$ cat config.mk
export PLATFORM = sky130hd
export DESIGN_NAME = ddo_mul
export DESIGN_NICKNAME = d
export VERILOG_FILES = /design/src/rtl/ddo_mul.sv
export SDC_FILE = /design/constraint.sdc
export NUM_CORES = 2
export LEC_CHECK = 0
export BUFFER_PORTS_ARGS = -buffer_cell sky130_fd_sc_hd__buf_2
export CAP_MARGIN = 20
export CORE_MARGIN = 10
export CORE_UTILIZATION = 37
export CTS_CLUSTER_SIZE = 20
export DETAILED_ROUTE_END_ITERATION = 10
export PLACE_DENSITY = 0.54
export SLEW_MARGIN = 10
export SYNTH_ARGS = -nofsm -noshare
export SYNTH_HDL_FRONTEND = slang
export SYNTH_SLANG_ARGS = --single-unit
$ cat constraint.sdc
create_clock -name clk -period 11.93 [get_ports clk]
set_clock_uncertainty 0.05 [all_clocks]
set_input_delay 1.193 -clock clk [delete_from_list [all_inputs] [get_ports clk]]
set_output_delay 1.193 -clock clk [all_outputs]
set_load 0.01 [all_outputs]
$ cat src/rtl/ddo_mul.sv
// Shared 64x32 unsigned multiplier: one 32x32 multiplier used twice per item.
// Depends on nothing.
module ddo_mul (
  input  logic        clk,
  input  logic        rst,
  input  logic        start,
  input  logic [63:0] a,
  input  logic [31:0] b,
  output logic        done,
  output logic [95:0] prod
);

  logic [1:0]  ph;
  logic [63:0] a_r;
  logic [31:0] b_r;
  logic [31:0] mop;
  logic [63:0] pm;
  logic [63:0] plo;
  logic [63:0] phi;

  assign mop = (ph == 2'd1) ? a_r[31:0] : a_r[63:32];
  assign pm  = 64'(mop) * 64'(b_r);

  always_ff @(posedge clk) begin
    if (rst) begin
      ph   <= 2'd0;
      done <= 1'b0;
    end else begin
      done <= 1'b0;
      unique case (ph)
        2'd0: if (start) ph <= 2'd1;
        2'd1: ph <= 2'd2;
        2'd2: ph <= 2'd3;
        2'd3: begin
          ph   <= 2'd0;
          done <= 1'b1;
        end
      endcase
    end
  end

  always_ff @(posedge clk) begin
    if (ph == 2'd0 && start) begin
      a_r <= a;
      b_r <= b;
    end
    if (ph == 2'd1) plo <= pm;
    if (ph == 2'd2) phi <= pm;
    if (ph == 2'd3) prod <= {32'd0, plo} + {phi, 32'd0};
  end

endmodule

==> flow_summary.toml <==
[run]
cap_violations = 0

[status]
status = "finished clean"

[synthesis]
syn_area_sq_um = 46000
ys_types = 81
synth_seq_area_share_pct = 21.02
synth_area_per_cell_sq_um = 10.35
syn_nets = 5742
dominantRegCellSynth = "edfxtp_1"
synth_seq_cells = 323
synth_edf_count = 320
yosys_warnings = 0
netlist_instances = 4446
synthArstFlopShare_pct = 0

[place]
place_area_sq_um = 48550
port_buffers = 195
dp_hpwl_microns = 101700
globalplace.congestion = 0.9020
placed_cells = 6097

[setup_path]
cp.arrival_ps = 9880
r2r_cells = 24
timing.rr.end = "plo[41]$_DFFE_PP_"
r2r-start = "ph[1]$_SDFFE_PP0P_"
startpoint_type = "flip-flop"
end_kind = "flip-flop"
criticalPathCategory = "reg2reg"
critPathMaxFanout = 37
r2r_setup_slack_ps = 2370
crit_required_ps = 12250

[sta]
tns_ps = 0
hold_viol_final = 0
finalCritPeriodShare_pct = 80.10
rsz0062_at_grt = "no"
max_freq_ghz = 0.1046
worst_pin_slew_ps = 1057
slew_headroom_pct = 29.52
setup_viol = 0
fin_crit_ps = 9556
final-max-slew-violation-count = 0

[global_routing]
grt_pass1_wl_microns = 206800
grt_overflow_total = 0
gr-usage-all-layers_pct = 19.69
grt_pass1_vias = 33730
antenna_found_initial = 6
grt_max_degree = 66

[cells_and_area]
drive_gt1_share_pct = 8.037
final_cells = 6166
nets = 5797
diodes = 0
syn_to_final_growth_pct = 8.441
layout_common_cells = "inv_1, fa_1, and2_1"
final_common_cell = "inv_1"
final_util_pct = 40.34
fin_area_sq_um = 49880

[route]
wl_microns = 134700
vias_per_cell = 4.991
dr_total_vias = 30780
wl_per_cell_microns = 21.84
firstDrtPassIters = 7
drt_iter0_markers = 1941
drc = 0
ant_nets = 0

[floorplan]
initial_utilization_pct = 37.20
core_sq_um = 123600
die-area_sq_um = 138800
die_h_microns = 372.6
ios = 196
fp.dieW_microns = 372.6
rows = 129

[clock_tree]
cts_tree = "done"
cts-resized-gates = 0
worst_skew_pair.late_latency_ps = 640
clkSlewWorstSetupHoldPaths_ps = 60
cts_buffers = 39
post_cts_buffers = 0
cts-root-buf = "clkbuf_16"
max-clock-path-buffers = 3
cts.sinks = 323
htree_levels = 2
hold_buffers = 0

[min_path]
hold_class = "reg2reg"
min_path_cells = 0
hold_path_end = "prod[21]$_DFFE_PP_"
hp-start = "plo[21]$_DFFE_PP_"
[worst max path at each step]
stage                                  start           endpoint  slack, ps  depth (start not counted)
final                     ph[1]$_SDFFE_PP0P_  plo[41]$_DFFE_PP_       2370                         24
after global routing      ph[1]$_SDFFE_PP0P_  plo[41]$_DFFE_PP_       2000                         24
after CTS                 ph[1]$_SDFFE_PP0P_  phi[41]$_DFFE_PP_       2320                         24
after detailed placement  ph[1]$_SDFFE_PP0P_  plo[41]$_DFFE_PP_       2410                         24
after global placement    ph[1]$_SDFFE_PP0P_  plo[41]$_DFFE_PP_       2550                         24
after floorplan           ph[1]$_SDFFE_PP0P_  phi[63]$_DFFE_PP_       1870                         29
[synth_stat cells, drive strengths merged, types with 4 or more instances]
cell type / n / area share (%)
and3: 16 / 0.22
a21o: 55 / 0.90
nor4: 14 / 0.19
nor2b: 10 / 0.14
xor2: 57 / 1.1
clkbuf: 215 / 1.8
o211ai: 5 / 0.082
o31ai: 4 / 0.095
nor2: 58 / 0.47
nand4: 28 / 0.38
a31oi: 12 / 0.23
a221oi: 4 / 0.076
nand3: 37 / 0.42
a221o: 4 / 0.087
nor3: 17 / 0.18
a21boi: 6 / 0.098
xnor2: 65 / 1.2
buf: 18 / 0.19
o21bai: 16 / 0.26
ha: 300 / 8.2
or3: 5 / 0.090
nand2: 534 / 4.4
fa: 897 / 39
nand2b: 6 / 0.082
or2: 4 / 0.054
and2: 566 / 7.7
o21ai: 50 / 0.55
o31a: 9 / 0.19
a211oi: 11 / 0.18
edfxtp: 320 / 21
inv: 923 / 7.5
and4: 4 / 0.082
mux2: 32 / 0.78
a21oi: 93 / 1.0
o21a: 7 / 0.11
[cell type report]
class	instances	area, sq um
timing repair buffer	247	1366
tap	1637	2048
inverter	923	3465
sequential	323	9669
clock buffer	44	994.7
fill	12280	73760
clock inverter	25	337.8
multi-input combinational	2967	32000
[cells by family (layout without fill, tap and decap cells)]
kind of cell / count (synthesis) / count (layout) / synth area share [%]
AO/OA/AOI/OAI: 303 / 303 / 4.548
flip-flops: 323 / 323 / 21.02
multiplexers: 33 / 33 / 0.8052
adder cells (fa/ha/maj): 1197 / 1197 / 47.20
buffers and inverters: 1156 / 1239 / 9.477
XOR/XNOR: 122 / 122 / 2.323
AND/OR/NAND/NOR: 1312 / 1312 / 14.62
[flip-flops by register name, indices dropped and copies added (netlist names)]
name and count:
phi 64, b_r 32, ph 2, done 1, prod 96, plo 64, a_r 64
[through the flow]
stage	setup WS [ps]	hold slack, ps
2_1_floorplan	1870	350.3
3_3_place_gp	2546	352.7
3_5_place_dp	2406	355.4
4_1_cts	2324	343.8
5_1_grt	2003	361.3
6_report	2374	364.8
[critical path, stage by stage (launching register included)]
cell	delay, ps
dfxtp_1	350
inv_1	150
ha_4	620
mux2_2	880
nand2_1	180
fa_1	530
fa_1	520
inv_1	50
fa_1	500
inv_1	50
fa_1	470
inv_1	50
fa_1	480
fa_1	580
fa_1	460
fa_1	480
ha_1	540
nand4_1	170
or3_1	370
and4bb_1	310
o31a_1	270
a31oi_1	200
o31a_1	340
o21ai_1	240
xor2_1	360
[routing by layer]
layer  wire (microns)  track usage [%]  share of wire [%]  vias up
met5               13                0             0.0097        -
li1                 -                -                  -    13620
met3            11560            4.938                8.6      193
met2            59920            30.62                 44     1040
met1            59020            27.11                 44    15920
met4             4185            5.613                3.1        2
Power is not shown: default switching activity piles up to over one toggle a cycle in this logic, so the estimate is an artifact.
